--- config.mk ---
export PLATFORM = sky130hd
export DESIGN_NAME = coap_response_header_parser_flat
export DESIGN_NICKNAME = d
export VERILOG_FILES = /design/src/crhp_pkg.sv /design/src/crhp_if.sv /design/src/crhp_step.sv /design/src/coap_response_header_parser.sv /design/src/flat_wrapper.sv
export SDC_FILE = /design/constraint.sdc
export NUM_CORES = 1
export LEC_CHECK = 0
export BUFFER_PORTS_ARGS = -buffer_cell sky130_fd_sc_hd__clkbuf_2
export CAP_MARGIN = 5
export CORE_UTILIZATION = 55
export CTS_CLUSTER_DIAMETER = 30
export DETAILED_ROUTE_END_ITERATION = 8
export GPL_TIMING_DRIVEN = 0
export PLACE_DENSITY = 0.78
export SLEW_MARGIN = 20
export SYNTH_ARGS = -nofsm -noshare
export SYNTH_HDL_FRONTEND = slang
export SYNTH_HIERARCHICAL = 1
export SYNTH_SLANG_ARGS = --single-unit
--- constraint.sdc ---
create_clock -name i_clk -period 2.6 [get_ports i_clk]
set_clock_uncertainty 0.2 [all_clocks]
set_input_delay 0.39 -clock i_clk [delete_from_list [all_inputs] [get_ports i_clk]]
set_output_delay 0.39 -clock i_clk [all_outputs]
set_load 0.02 [all_outputs]
--- src/crhp_pkg.sv ---
// shared types and constants for the coap response header parser
package crhp_pkg;

    localparam logic [2:0] PH_HEADER   = 3'd0;
    localparam logic [2:0] PH_CODE     = 3'd1;
    localparam logic [2:0] PH_ID_HI    = 3'd2;
    localparam logic [2:0] PH_ID_LO    = 3'd3;
    localparam logic [2:0] PH_TOKEN    = 3'd4;
    localparam logic [2:0] PH_OPT_HDR  = 3'd5;
    localparam logic [2:0] PH_OPT_DATA = 3'd6;
    localparam logic [2:0] PH_PAYLOAD  = 3'd7;

    localparam logic [1:0] KIND_CODE    = 2'd0;
    localparam logic [1:0] KIND_FORMAT  = 2'd1;
    localparam logic [1:0] KIND_PAYLOAD = 2'd2;
    localparam logic [1:0] KIND_END     = 2'd3;

    localparam logic [7:0] PAYLOAD_MARK = 8'hFF;
    localparam logic [3:0] FORMAT_DELTA = 4'hC;

    typedef struct packed {
        logic [2:0] phase;
        logic [3:0] remaining;
        logic       is_format;
        logic       first_byte;
    } t_parse_state;

    typedef struct packed {
        logic       have;
        logic [1:0] kind;
        logic [7:0] value;
        logic       last;
    } t_result;

endpackage

--- src/crhp_if.sv ---
// valid/ready channel interfaces for datagram bytes and parse results
interface crhp_in_if;
    logic       valid;
    logic       ready;
    logic [7:0] data_byte;
    logic       end_of_datagram;

    modport source (output valid, output data_byte, output end_of_datagram, input ready);
    modport sink (input valid, input data_byte, input end_of_datagram, output ready);
endinterface

interface crhp_out_if;
    logic       valid;
    logic       ready;
    logic [1:0] kind;
    logic [7:0] value;
    logic       last;

    modport source (output valid, output kind, output value, output last, input ready);
    modport sink (input valid, input kind, input value, input last, output ready);
endinterface

--- src/crhp_step.sv ---
// per-byte next-state and result decode of the response parser
module crhp_step
    import crhp_pkg::*;
(
    input  t_parse_state i_state,
    input  logic [7:0]   i_byte,
    input  logic         i_end,
    output t_parse_state o_state,
    output t_result      o_result
);

    t_parse_state n_state;
    t_result      n_result;
    logic [3:0]   w_dec;

    assign w_dec = i_state.remaining - 4'd1;

    always_comb begin
        n_state        = i_state;
        n_result.have  = 1'b0;
        n_result.kind  = KIND_CODE;
        n_result.value = 8'd0;
        n_result.last  = i_end;
        unique case (i_state.phase)
            PH_HEADER: begin
                n_state.remaining = i_byte[3:0];
                n_state.phase     = PH_CODE;
            end
            PH_CODE: begin
                n_result.have  = 1'b1;
                n_result.kind  = KIND_CODE;
                n_result.value = i_byte;
                n_state.phase  = PH_ID_HI;
            end
            PH_ID_HI: begin
                n_state.phase = PH_ID_LO;
            end
            PH_ID_LO: begin
                n_state.phase = (i_state.remaining == 4'd0) ? PH_OPT_HDR : PH_TOKEN;
            end
            PH_TOKEN: begin
                n_state.remaining = w_dec;
                if (w_dec == 4'd0) begin
                    n_state.phase = PH_OPT_HDR;
                end
            end
            PH_OPT_HDR: begin
                if (i_byte == PAYLOAD_MARK) begin
                    n_state.phase = PH_PAYLOAD;
                end else begin
                    n_state.is_format  = (i_byte[7:4] == FORMAT_DELTA);
                    n_state.first_byte = 1'b1;
                    n_state.remaining  = i_byte[3:0];
                    n_state.phase = (i_byte[3:0] == 4'd0) ? PH_OPT_HDR : PH_OPT_DATA;
                end
            end
            PH_OPT_DATA: begin
                if (i_byte == PAYLOAD_MARK) begin
                    n_state.phase = PH_PAYLOAD;
                end else begin
                    if (i_state.is_format && i_state.first_byte) begin
                        n_result.have  = 1'b1;
                        n_result.kind  = KIND_FORMAT;
                        n_result.value = i_byte;
                    end
                    n_state.first_byte = 1'b0;
                    n_state.remaining  = w_dec;
                    if (w_dec == 4'd0) begin
                        n_state.phase = PH_OPT_HDR;
                    end
                end
            end
            PH_PAYLOAD: begin
                n_result.have  = 1'b1;
                n_result.kind  = KIND_PAYLOAD;
                n_result.value = i_byte;
            end
            default: begin
                n_state.phase = PH_HEADER;
            end
        endcase

        // end of datagram: back to header phase, end marker if nothing else reported
        if (i_end) begin
            n_state.phase      = PH_HEADER;
            n_state.remaining  = 4'd0;
            n_state.is_format  = 1'b0;
            n_state.first_byte = 1'b0;
            if (!n_result.have) begin
                n_result.have  = 1'b1;
                n_result.kind  = KIND_END;
                n_result.value = 8'd0;
            end
        end
    end

    assign o_state  = n_state;
    assign o_result = n_result;

endmodule

--- src/coap_response_header_parser.sv ---
// top level of the coap response header parser
//
//  channel  dir  payload                          transfer when
//  i_in     in   data_byte[8], end_of_datagram    i_in.valid & i_in.ready
//  o_out    out  kind[2], value[8], last          o_out.valid & o_out.ready
//
// one byte per cycle sustained while the sink keeps taking results; each
// byte is held in the input register, the parse decode sits between it and
// the result register, which holds the result until the sink takes it
// reset (i_rst_n low, synchronous) empties both registers and returns the
// parser to the header phase
// while a result waits in the output register the input register still
// takes one byte if it is empty; ready then drops until the sink takes the result
module coap_response_header_parser
    import crhp_pkg::*;
(
    input  logic          i_clk,
    input  logic          i_rst_n,
    crhp_in_if.sink       i_in,
    crhp_out_if.source    o_out
);

    // input register stage
    logic         r_in_valid;
    logic [7:0]   r_in_byte;
    logic         r_in_end;

    // parser state
    t_parse_state r_state;
    t_parse_state w_next_state;
    t_result      w_result;

    // result register
    logic         r_out_valid;
    logic [1:0]   r_out_kind;
    logic [7:0]   r_out_value;
    logic         r_out_last;

    logic         w_advance;
    logic         w_step;

    // the decode stage moves whenever the result register can take a value
    assign w_advance  = !r_out_valid || o_out.ready;
    assign w_step     = r_in_valid && w_advance;
    assign i_in.ready = !r_in_valid || w_advance;

    crhp_step u_step (
        .i_state  (r_state),
        .i_byte   (r_in_byte),
        .i_end    (r_in_end),
        .o_state  (w_next_state),
        .o_result (w_result)
    );

    always_ff @(posedge i_clk) begin
        if (!i_rst_n) begin
            r_in_valid <= 1'b0;
        end else if (i_in.ready) begin
            r_in_valid <= i_in.valid;
        end
    end

    // payload needs no reset
    always_ff @(posedge i_clk) begin
        if (i_in.ready && i_in.valid) begin
            r_in_byte <= i_in.data_byte;
            r_in_end  <= i_in.end_of_datagram;
        end
    end

    always_ff @(posedge i_clk) begin
        if (!i_rst_n) begin
            r_state.phase      <= PH_HEADER;
            r_state.remaining  <= 4'd0;
            r_state.is_format  <= 1'b0;
            r_state.first_byte <= 1'b0;
        end else if (w_step) begin
            r_state <= w_next_state;
        end
    end

    always_ff @(posedge i_clk) begin
        if (!i_rst_n) begin
            r_out_valid <= 1'b0;
        end else if (w_advance) begin
            r_out_valid <= r_in_valid && w_result.have;
        end
    end

    always_ff @(posedge i_clk) begin
        if (w_step && w_result.have) begin
            r_out_kind  <= w_result.kind;
            r_out_value <= w_result.value;
            r_out_last  <= w_result.last;
        end
    end

    assign o_out.valid = r_out_valid;
    assign o_out.kind  = r_out_kind;
    assign o_out.value = r_out_value;
    assign o_out.last  = r_out_last;

`ifndef SYNTH
    // a final byte always leaves a result flagged last
    a_end_gives_last: assert property (@(posedge i_clk) disable iff (!i_rst_n)
        w_step && r_in_end |=> r_out_valid && r_out_last)
        else $error("final byte did not produce a last result");

    // a final byte returns the parser to the header phase
    a_end_resets_phase: assert property (@(posedge i_clk) disable iff (!i_rst_n)
        w_step && r_in_end |=> r_state.phase == PH_HEADER && r_state.remaining == 4'd0)
        else $error("parser not back in header phase after final byte");

    // an end marker carries a zero value and the last flag
    a_end_marker_form: assert property (@(posedge i_clk) disable iff (!i_rst_n)
        r_out_valid && r_out_kind == KIND_END |-> r_out_value == 8'd0 && r_out_last)
        else $error("malformed end marker");

    // a result is only created from a byte held in the input register
    a_result_source: assert property (@(posedge i_clk) disable iff (!i_rst_n)
        w_advance && !r_in_valid |=> !r_out_valid)
        else $error("result without a byte");
`endif

endmodule

--- src/flat_wrapper.sv ---
// flat-port wrapper written by rule: the top's interface ports become plain ports
module coap_response_header_parser_flat import crhp_pkg::*;
  (i_clk, i_rst_n, i_in_valid, i_in_data_byte, i_in_end_of_datagram, i_in_ready, o_out_valid, o_out_kind, o_out_value, o_out_last, o_out_ready);
  crhp_in_if i_in_i ();
  crhp_out_if o_out_i ();
  input  logic i_clk;
  input  logic i_rst_n;
  input wire logic [$bits(i_in_i.valid)-1:0] i_in_valid;
  input wire logic [$bits(i_in_i.data_byte)-1:0] i_in_data_byte;
  input wire logic [$bits(i_in_i.end_of_datagram)-1:0] i_in_end_of_datagram;
  output wire logic [$bits(i_in_i.ready)-1:0] i_in_ready;
  output wire logic [$bits(o_out_i.valid)-1:0] o_out_valid;
  output wire logic [$bits(o_out_i.kind)-1:0] o_out_kind;
  output wire logic [$bits(o_out_i.value)-1:0] o_out_value;
  output wire logic [$bits(o_out_i.last)-1:0] o_out_last;
  input wire logic [$bits(o_out_i.ready)-1:0] o_out_ready;
  assign i_in_i.valid = i_in_valid;
  assign i_in_i.data_byte = i_in_data_byte;
  assign i_in_i.end_of_datagram = i_in_end_of_datagram;
  assign i_in_ready = i_in_i.ready;
  assign o_out_valid = o_out_i.valid;
  assign o_out_kind = o_out_i.kind;
  assign o_out_value = o_out_i.value;
  assign o_out_last = o_out_i.last;
  assign o_out_i.ready = o_out_ready;
  coap_response_header_parser u_core (.i_clk(i_clk), .i_rst_n(i_rst_n), .i_in(i_in_i), .o_out(o_out_i));
endmodule
==> results of run 1 <==
## routing by layer
metal | routed length [µm] | GRT usage
met5 | 0 | 0
met4 | 26 | 0.0732
met3 | 233 | 0.0645
met2 | 1650 | 0.400
met1 | 1530 | 0.301
## flip-flops by register name, summed over array words and instances, names as in the netlist
name                count
u_core/o_out.value      8
u_core/o_out.kind       2
u_core/o_out.valid      1
u_core/r_state          9
u_core/r_in_byte        8
u_core/r_in_end         1
u_core/o_out.last       1
u_core/r_in_valid       1
## critical path, delay by kind of cell, from the launching register on
family,cells,cell delay [ps]
AND/OR/NAND/NOR,5,940
flip-flops,1,500
AO/OA/AOI/OAI,2,400
## final timing paths
check	endpoint	slack, ps	cells after the start
max	u_core/o_out.value[1]	240	7
min	u_core/r_in_byte[4]	50	1
max reg2reg	u_core/o_out.value[1]	240	7
min reg2reg	u_core/r_state[4]	270	2
## metrics by stage
stage / setup slack (ps) / power, mW / TNS (ps) / hold slack (ps) / area, µm²
2_1_floorplan: 347 / 0.633 / 0 / 234 / 1660
3_3_place_gp: -66.2 / 0.662 / -725 / 244 / 1820
3_5_place_dp: -111 / 0.665 / -1220 / 255 / 1820
4_1_cts: 113 / 0.916 / 0 / 37.8 / 1870
5_1_grt: 117 / 0.956 / 0 / 17.3 / 1880
6_report: 243 / 0.911 / 0 / 45.8 / 1880
## cells in the final DEF (no fill, tap or decap), drive strengths merged, types with 2 or more instances in the layout
cell type,instances
a22oi,3
edfxtp,20
clkinv,2
nand4,3
nor2,9
nor3,3
o21ai,10
buf,5
a221oi,2
a22o,2
nand2,29
ha,3
nand3,4
nor4,3
and2,9
a21oi,11
mux2i,9
inv,6
clkbuf,36
o22ai,2
dfxtp,11
or3,2
xor2,2
nor2b,4
## layout make-up
class                      count  area, µm²
fill                         218        926
sequential                    31        821
multi-input combinational    123        761
timing repair buffer          24        120
buffer                        11       58.8
clock buffer                   6       41.3
tap                           31       38.8
inverter                       7       26.3
clock inverter                 2       12.5
## power groups by stage
| stage | logic, mW | registers, mW | clock network [mW] |
|---|---|---|---|
| 6_report | 0.0972 | 0.559 | 0.255 |
| 5_1_grt | 0.108 | 0.561 | 0.288 |
| 4_1_cts | 0.0958 | 0.559 | 0.262 |
| 3_5_place_dp | 0.0951 | 0.570 | 0 |
| 3_3_place_gp | 0.0930 | 0.569 | 0 |
| 2_1_floorplan | 0.0622 | 0.571 | 0 |
## what timing repair did
action | 4_1_cts | 5_1_grt
endpoints found under the hold margin | 0 | 0
hold buffers | 0 | 0
gates resized for setup | 1 | 1
setup endpoints to repair | 11 | 11
gates cloned | 0 | 0
## cell families after synthesis
kind of cell               after synthesis  synth area share
muxes                                    9            0.0543
AOI/OAI and AO/OA                       38             0.149
buffers and inverters                   18            0.0513
DFF                                     31             0.495
xor gates and xnor gates                 2            0.0106
adders and majority gates                3            0.0226
and+or+nand+nor                         71             0.217
==> impl_metrics.ini, run 1 <==
[placed_design]
place_congestion = 0.909
dp_hpwl_um = 2560
placed_cells = 227
portBuffers = 24

[pwr]
power_density_nw_per_um2 = 485
power.switching_uw = 224
irDropWorstVdd_mv = 0.427
pwr-share-comb = 0.107
switching_share = 0.246
clock_power_share = 0.280
leakage_nw = 0.697
intPower_uw = 687
seqPwrFrac = 0.614

[timing]
setup-violations-final = 0
grt_setup_unrepaired = no
finalMaxSlewViolations = 0
layout_min_cycle_time_ps = 2360
worst_pin_slew_ps = 420
fin_crit_sh = 0.907
finalHoldViolations = 0
max_slew_margin = 0.717
max_freq_mhz = 424

[die]
core_area_um2 = 2810
rows = 19
die_w_um = 56.9
die_h_um = 56.9
start_util = 0.591
die_area_um2 = 3240
pin_count = 26

[worst_setup_path]
cp.arrival_ps = 2150
cp_slowest_cell = edfxtp_1
critical_path.cell_chain = nand4_1 > or2_4 > a31oi_1 > o22ai_2 > nand2b_1 > nand2_1 > nor2_4
slowest_delay_ps = 500
critPathMaxFanout = 11
end_kind = register
rr_startpoint = u_core/r_in_byte[3]
crit_start = u_core/r_in_byte[3]
cp-start-kind = register
path_class = register to register
required_ps = 2390

[global_route]
grt-ovfl-total = 0
grt.total_usage = 0.239
grt_max_degree = 12
grt_pass1_vias = 1291
grt_pass1_wl_um = 5870
antenna_found_initial = 0

[synth]
seq_area_frac_synth = 0.495
synth.area.top_cells = edfxtp_1, dfxtp_1, nand2_1
syn_area_um2 = 1660
syn-num-nets = 188
yosys_warnings = 6
avgSynthCellArea_um2 = 9.65
netlist.area_leader.share = 0.362
synth-async-reset-ratio = 0
ys.flop_type = edfxtp_1
yosysTopAreaCell = edfxtp_1
synth-seq-cells = 31
synth_cell_types = 43
synth_common_cells = nand2_1, edfxtp_1, a21oi_1, dfxtp_1, o21ai_0
synthCells = 172
synth-edff-count = 20
yosysMostFrequentCell = nand2_1

[route]
ant_nets = 0
drc = 2
num_vias = 1363
viasPerCell = 5.80
post_drt_wl_per_cell_um = 14.6
first_iter_violations = 97
dr.pass1.iters = 6
wl_um = 3440

[clock_network]
clk_path_buf_depth = 2
cts_setup_buffers = 0
root_buffer = clkbuf_4
htreeDepth = 2
clock_latency_ps = 310
cts_tree = yes
cts_buffers = 5
clk_pin_slew_ps = 90
cts_sinks = 31

[cells_and_area]
final_nets = 219
stdcell_count = 235
n_antenna_cell = 0
drive_gt1_frac = 0.206
postLayoutCoreUtil = 0.670
area_growth_pct = 13.3

[flow_run]
maxCapViolCount = 0

[status]
violations = design-rule violations
status = complete, but fails checks

[min_path]
hp-class = primary input to register
hold_start = i_in_data_byte[4]
Note: power is estimated with default switching activity, not from simulation.
==> run 2: changes to the inputs <==
--- a/config.mk
+++ b/config.mk
@@ -10,7 +10,7 @@
 export CORE_UTILIZATION = 55
 export CTS_CLUSTER_DIAMETER = 30
 export DETAILED_ROUTE_END_ITERATION = 8
-export GPL_TIMING_DRIVEN = 0
+export GPL_TIMING_DRIVEN = 1
 export PLACE_DENSITY = 0.78
 export SLEW_MARGIN = 20
 export SYNTH_ARGS = -nofsm -noshare
==> constraint.sdc (replaced) <==
create_clock -name i_clk -period 2.7 [get_ports i_clk]
set_clock_uncertainty 0.2 [all_clocks]
set_input_delay 0.405 -clock i_clk [delete_from_list [all_inputs] [get_ports i_clk]]
set_output_delay 0.405 -clock i_clk [all_outputs]
set_load 0.02 [all_outputs]
==> run 2 against run 1 <==
- the flow still finishes with violations (design-rule violations)
- utilization is 0.76 points higher
- count of clock-buffer cells in the layout stayed put
- total power grew 18%
- non-clock buffer count down 6
- flip-flop and latch count did not move
- critical path depth is the same
- wire length is 7.0% higher
- first-iteration DRC count is 40% lower
- critical path type unchanged
- clock power increased by 75%
- global-route usage grew 2.0 points
- sequential share of layout area shrank 0.49 points
==> impl_metrics.ini, run 2 (synthesized netlist as in run 1, its figures left out) <==
[status]
status = complete, but fails checks
violations = design-rule violations

[timing]
max_freq_mhz = 425
fin_crit_sh = 0.872
finalHoldViolations = 0
layout_min_cycle_time_ps = 2350
finalMaxSlewViolations = 0
worst_pin_slew_ps = 654
final.setup.tns_ps = 0
setup-violations-final = 0
fin_hold_ws_ps = 47.8
max_slew_margin = 0.562
grt_setup_unrepaired = no

[global_route]
grt_pass1_wl_um = 6190
grt_max_degree = 21
grt-ovfl-total = 0
grt_pass1_vias = 1276
grt.total_usage = 0.259
antenna_found_initial = 0

[cells_and_area]
final_common_cell = nand2_1
seq_area_um2 = 821
area_growth_pct = 14.6
n_antenna_cell = 0
final_nets = 213
stdcell_area_um2 = 1900
top_register = u_core/r_state
n_fill_cell = 232
largest_reg_flops = 9
layout_common_cells = nand2_1, clkbuf_2, edfxtp_1
multiInputGateArea_um2 = 758
drive_gt1_frac = 0.217
postLayoutCoreUtil = 0.678

[route]
dr.pass1.iters = 7
viasPerCell = 5.99
num_vias = 1372
wl_um = 3680
ant_nets = 0
first_iter_violations = 58
drc = 2
post_drt_wl_per_cell_um = 16.1

[die]
die_w_um = 56.9
start_util = 0.591
pin_count = 26
core_area_um2 = 2810
die_area_um2 = 3240
rows = 19
die_h_um = 56.9

[worst_setup_path]
end_kind = register
cp.arrival_ps = 2130
path_class = register to register
cp-start-kind = register
critPathMaxFanout = 11
required_ps = 2480
regToRegSetupSlack_ps = 350

[clock_network]
cts_buffers = 5
clk_pin_slew_ps = 100
cts_tree = yes
cts_sinks = 31
cts_resized = 0
cts_setup_buffers = 0
clock_latency_ps = 330
clk_path_buf_depth = 2
htreeDepth = 2
root_buffer = clkbuf_4
postCtsHoldBufs = 0

[flow_run]
maxCapViolCount = 0

[placed_design]
dp_hpwl_um = 2670
portBuffers = 25
place_congestion = 0.952
postPlaceCellArea_um2 = 1790

[pwr]
leakage_nw = 0.711
power_density_nw_per_um2 = 567
irDropWorstVdd_mv = 0.397

[min_path]
hp-class = primary input to register
==> run 2: cell types whose count changed in the layout (fill, tap and decap cells not counted) <==
cell / change
buf_2: -2
buf_4: +2
buf_6: -1
bufinv_16: +2
clkbuf_1: -6
clkbuf_2: +1
clkinv_2: -1
clkinvlp_4: -1
nor2_2: +1
nor2_4: -1
nor2b_1: -1
nor2b_2: +1
==> run 2: through the flow <==
| stage | setup WS, ps | total power [mW] | instances |
|---|---|---|---|
| global placement | 272 | 0.638 | 221 |
| floorplan | 447 | 0.610 | 172 |
| finish | 346 | 1.08 | 229 |
| global route | 205 | 1.12 | 229 |
| CTS | 153 | 1.08 | 229 |
| detailed placement | 157 | 0.641 | 221 |
==> run 2: power by group <==
part	internal [mW]	switching (mW)
clock network	0.289	0.157
registers	0.523	0.0145
logic	0.0367	0.0566
total	0.848	0.228
==> run 2: cell type report <==
| cell class | instances | share of cell area |
|---|---|---|
| inverter | 7 | 0.0138 |
| clock inverter | 2 | 0.0316 |
| clock buffer | 6 | 0.0217 |
| tap | 31 | 0.0204 |
| sequential | 31 | 0.432 |
| timing repair buffer | 29 | 0.0816 |
| multi-input combinational | 123 | 0.399 |
==> run 2: final timing paths <==
kind,start,to,cells after the start
max,u_core/r_in_byte[2],u_core/o_out.value[3],7
min,i_in_data_byte[0],u_core/r_in_byte[0],1
max reg2reg,u_core/r_in_byte[2],u_core/o_out.value[3],7
min reg2reg,u_core/r_state[1],u_core/r_state[1],2
==> run 2: metal layers <==
metal,up-vias,track usage,part of all wire
met2,68,0.410,0.48
met5,-,0,0
met4,0,0.0871,0.017
met1,628,0.342,0.43
met3,8,0.0737,0.071
li1,668,-,-
==> run 2: critical path, cell delays in order (launching register included) <==
cell	delay, ps
edfxtp_1	460
nand4_1	170
or2_4	160
a31oi_1	100
o22ai_2	270
nand2b_1	170
nand2_1	70
nor2_2	400
==> run 3: changes to the inputs <==
--- a/config.mk
+++ b/config.mk
@@ -7,11 +7,12 @@
 export LEC_CHECK = 0
 export BUFFER_PORTS_ARGS = -buffer_cell sky130_fd_sc_hd__clkbuf_2
 export CAP_MARGIN = 5
-export CORE_UTILIZATION = 55
+export CORE_UTILIZATION = 42
+export CTS_BUF_LIST = sky130_fd_sc_hd__clkbuf_2
 export CTS_CLUSTER_DIAMETER = 30
 export DETAILED_ROUTE_END_ITERATION = 8
 export GPL_TIMING_DRIVEN = 1
-export PLACE_DENSITY = 0.78
+export SKIP_CTS_REPAIR_TIMING = 1
 export SLEW_MARGIN = 20
 export SYNTH_ARGS = -nofsm -noshare
 export SYNTH_HDL_FRONTEND = slang
==> run 3 against run 2 <==
- the flow now finishes without violations
- non-clock buffer count grew 10
- critical path depth is the same
- global-route usage shrank 7.9 points
- utilization shrank 15 points
- critical endpoint is now u_core/o_out.value[0]
- setup slack lost 48 ps
- largest power group unchanged
- via count grew 0.73%
- cell area grew 2.9%
- maximum frequency shrank 2.0%
- combinational power grew 11%
==> impl_metrics.ini, run 3 (synthesized netlist as in run 1, its figures left out) <==
[clock_network]
clk_path_buf_depth = 2
cts_buffers = 5
clock_latency_ps = 360
htreeDepth = 2
clk_pin_slew_ps = 150
cts_sinks = 31
root_buffer = clkbuf_2
cts_tree = yes

[timing]
grt_setup_unrepaired = no
finalMaxSlewViolations = 0
worst_pin_slew_ps = 1030
max_slew_margin = 0.309
fin_ws_ps = 298
final.setup.tns_ps = 0
layout_min_cycle_time_ps = 2400
finalHoldViolations = 0
fin_crit_sh = 0.890
max_freq_mhz = 416
setup-violations-final = 0

[cells_and_area]
final_nets = 223
largest_reg_flops = 9
n_antenna_cell = 0
stdcell_area_um2 = 1960
area_growth_pct = 17.9
final_common_cell = clkbuf_2
postLayoutCoreUtil = 0.526
top_register = u_core/r_state
layout_common_cells = clkbuf_2, nand2_1, edfxtp_1
drive_gt1_frac = 0.207

[min_path]
hold_depth = 3
min_to = u_core/r_in_valid
hp-class = primary input to register
hold_start = i_in_valid

[worst_setup_path]
regToRegSetupSlack_ps = 300
r2r-end = u_core/o_out.value[0]
end_kind = register
path_class = register to register
reg2reg_depth = 7
rr_startpoint = u_core/r_in_byte[3]
critPathMaxFanout = 11
cp.arrival_ps = 2210
required_ps = 2510
cp-start-kind = register

[die]
pin_count = 26
die_area_um2 = 4210
core_area_um2 = 3720
start_util = 0.446
rows = 22
die_w_um = 64.9
die_h_um = 64.9

[placed_design]
postPlaceCellArea_um2 = 1820
dp_hpwl_um = 2640
pre_cts_slack_ps = 314
portBuffers = 25
place_congestion = 0.949

[global_route]
antenna_found_initial = 0
grt-ovfl-total = 0
grt.total_usage = 0.180
grt_max_degree = 21
grt_pass1_vias = 1242
grt_pass1_wl_um = 5680

[route]
drc = 0
ant_nets = 0
dr.pass1.iters = 4
post_drt_wl_per_cell_um = 14.0
wl_um = 3570
first_iter_violations = 58
num_vias = 1382
viasPerCell = 5.40

[status]
status = finished, final reports clean

[pwr]
power_uw = 861
power_density_nw_per_um2 = 440
leakage_nw = 0.730
irDropWorstVdd_mv = 0.231

[flow_run]
maxCapViolCount = 0
run 3: metal layers:
metal  GRT usage  wire (µm)  up-vias
li1            -          -      684
met1       0.225       1620      616
met2       0.277       1590       68
met3      0.0599        271       14
met4      0.0861         89        0
met5           0          0        -
run 3: through the flow:
stage / instances / hold WS (ps)
after floorplan: 172 / 234
after global placement: 239 / 277
after detailed placement: 239 / 281
after CTS: 247 / -8.40
after global routing: 256 / 86.8
final: 256 / 73.7
run 3: where the power goes:
| part | total (mW) | switching [mW] | internal, mW |
|---|---|---|---|
| clock network | 0.220 | 0.154 | 0.0661 |
| registers | 0.537 | 0.0143 | 0.523 |
| logic | 0.104 | 0.0579 | 0.0459 |
run 3: worst max-delay path: stages (launching register included):
cell and delay (ps):
edfxtp_1 480, nand4_1 170, or2_4 160, a31oi_1 90
o22ai_2 110, nand2b_1 150, nand2_1 70, nor2_1 610
run 3: cell type report:
| type | instances | area, µm² |
|---|---|---|
| sequential | 31 | 821 |
| inverter | 7 | 26.3 |
| multi-input combinational | 123 | 753 |
| clock buffer | 6 | 30.0 |
| timing repair buffer | 39 | 253 |
| clock inverter | 2 | 12.5 |
| tap | 48 | 60.1 |
| fill | 363 | 1760 |
run 3: worst max path at each step:
| stage | depth (start not counted) | start | slack (ps) | to |
|---|---|---|---|---|
| finish | 7 | u_core/r_in_byte[3] | 300 | u_core/o_out.value[0] |
| global route | 7 | u_core/r_in_byte[3] | 110 | u_core/o_out.value[0] |
| CTS | 7 | u_core/r_in_byte[3] | 300 | u_core/o_out.value[0] |
| detailed placement | 7 | u_core/r_in_byte[3] | 310 | u_core/o_out.value[4] |
| global placement | 7 | u_core/r_in_byte[3] | 380 | u_core/o_out.value[6] |
| floorplan | 7 | u_core/r_in_byte[3] | 450 | u_core/o_out.kind[0] |
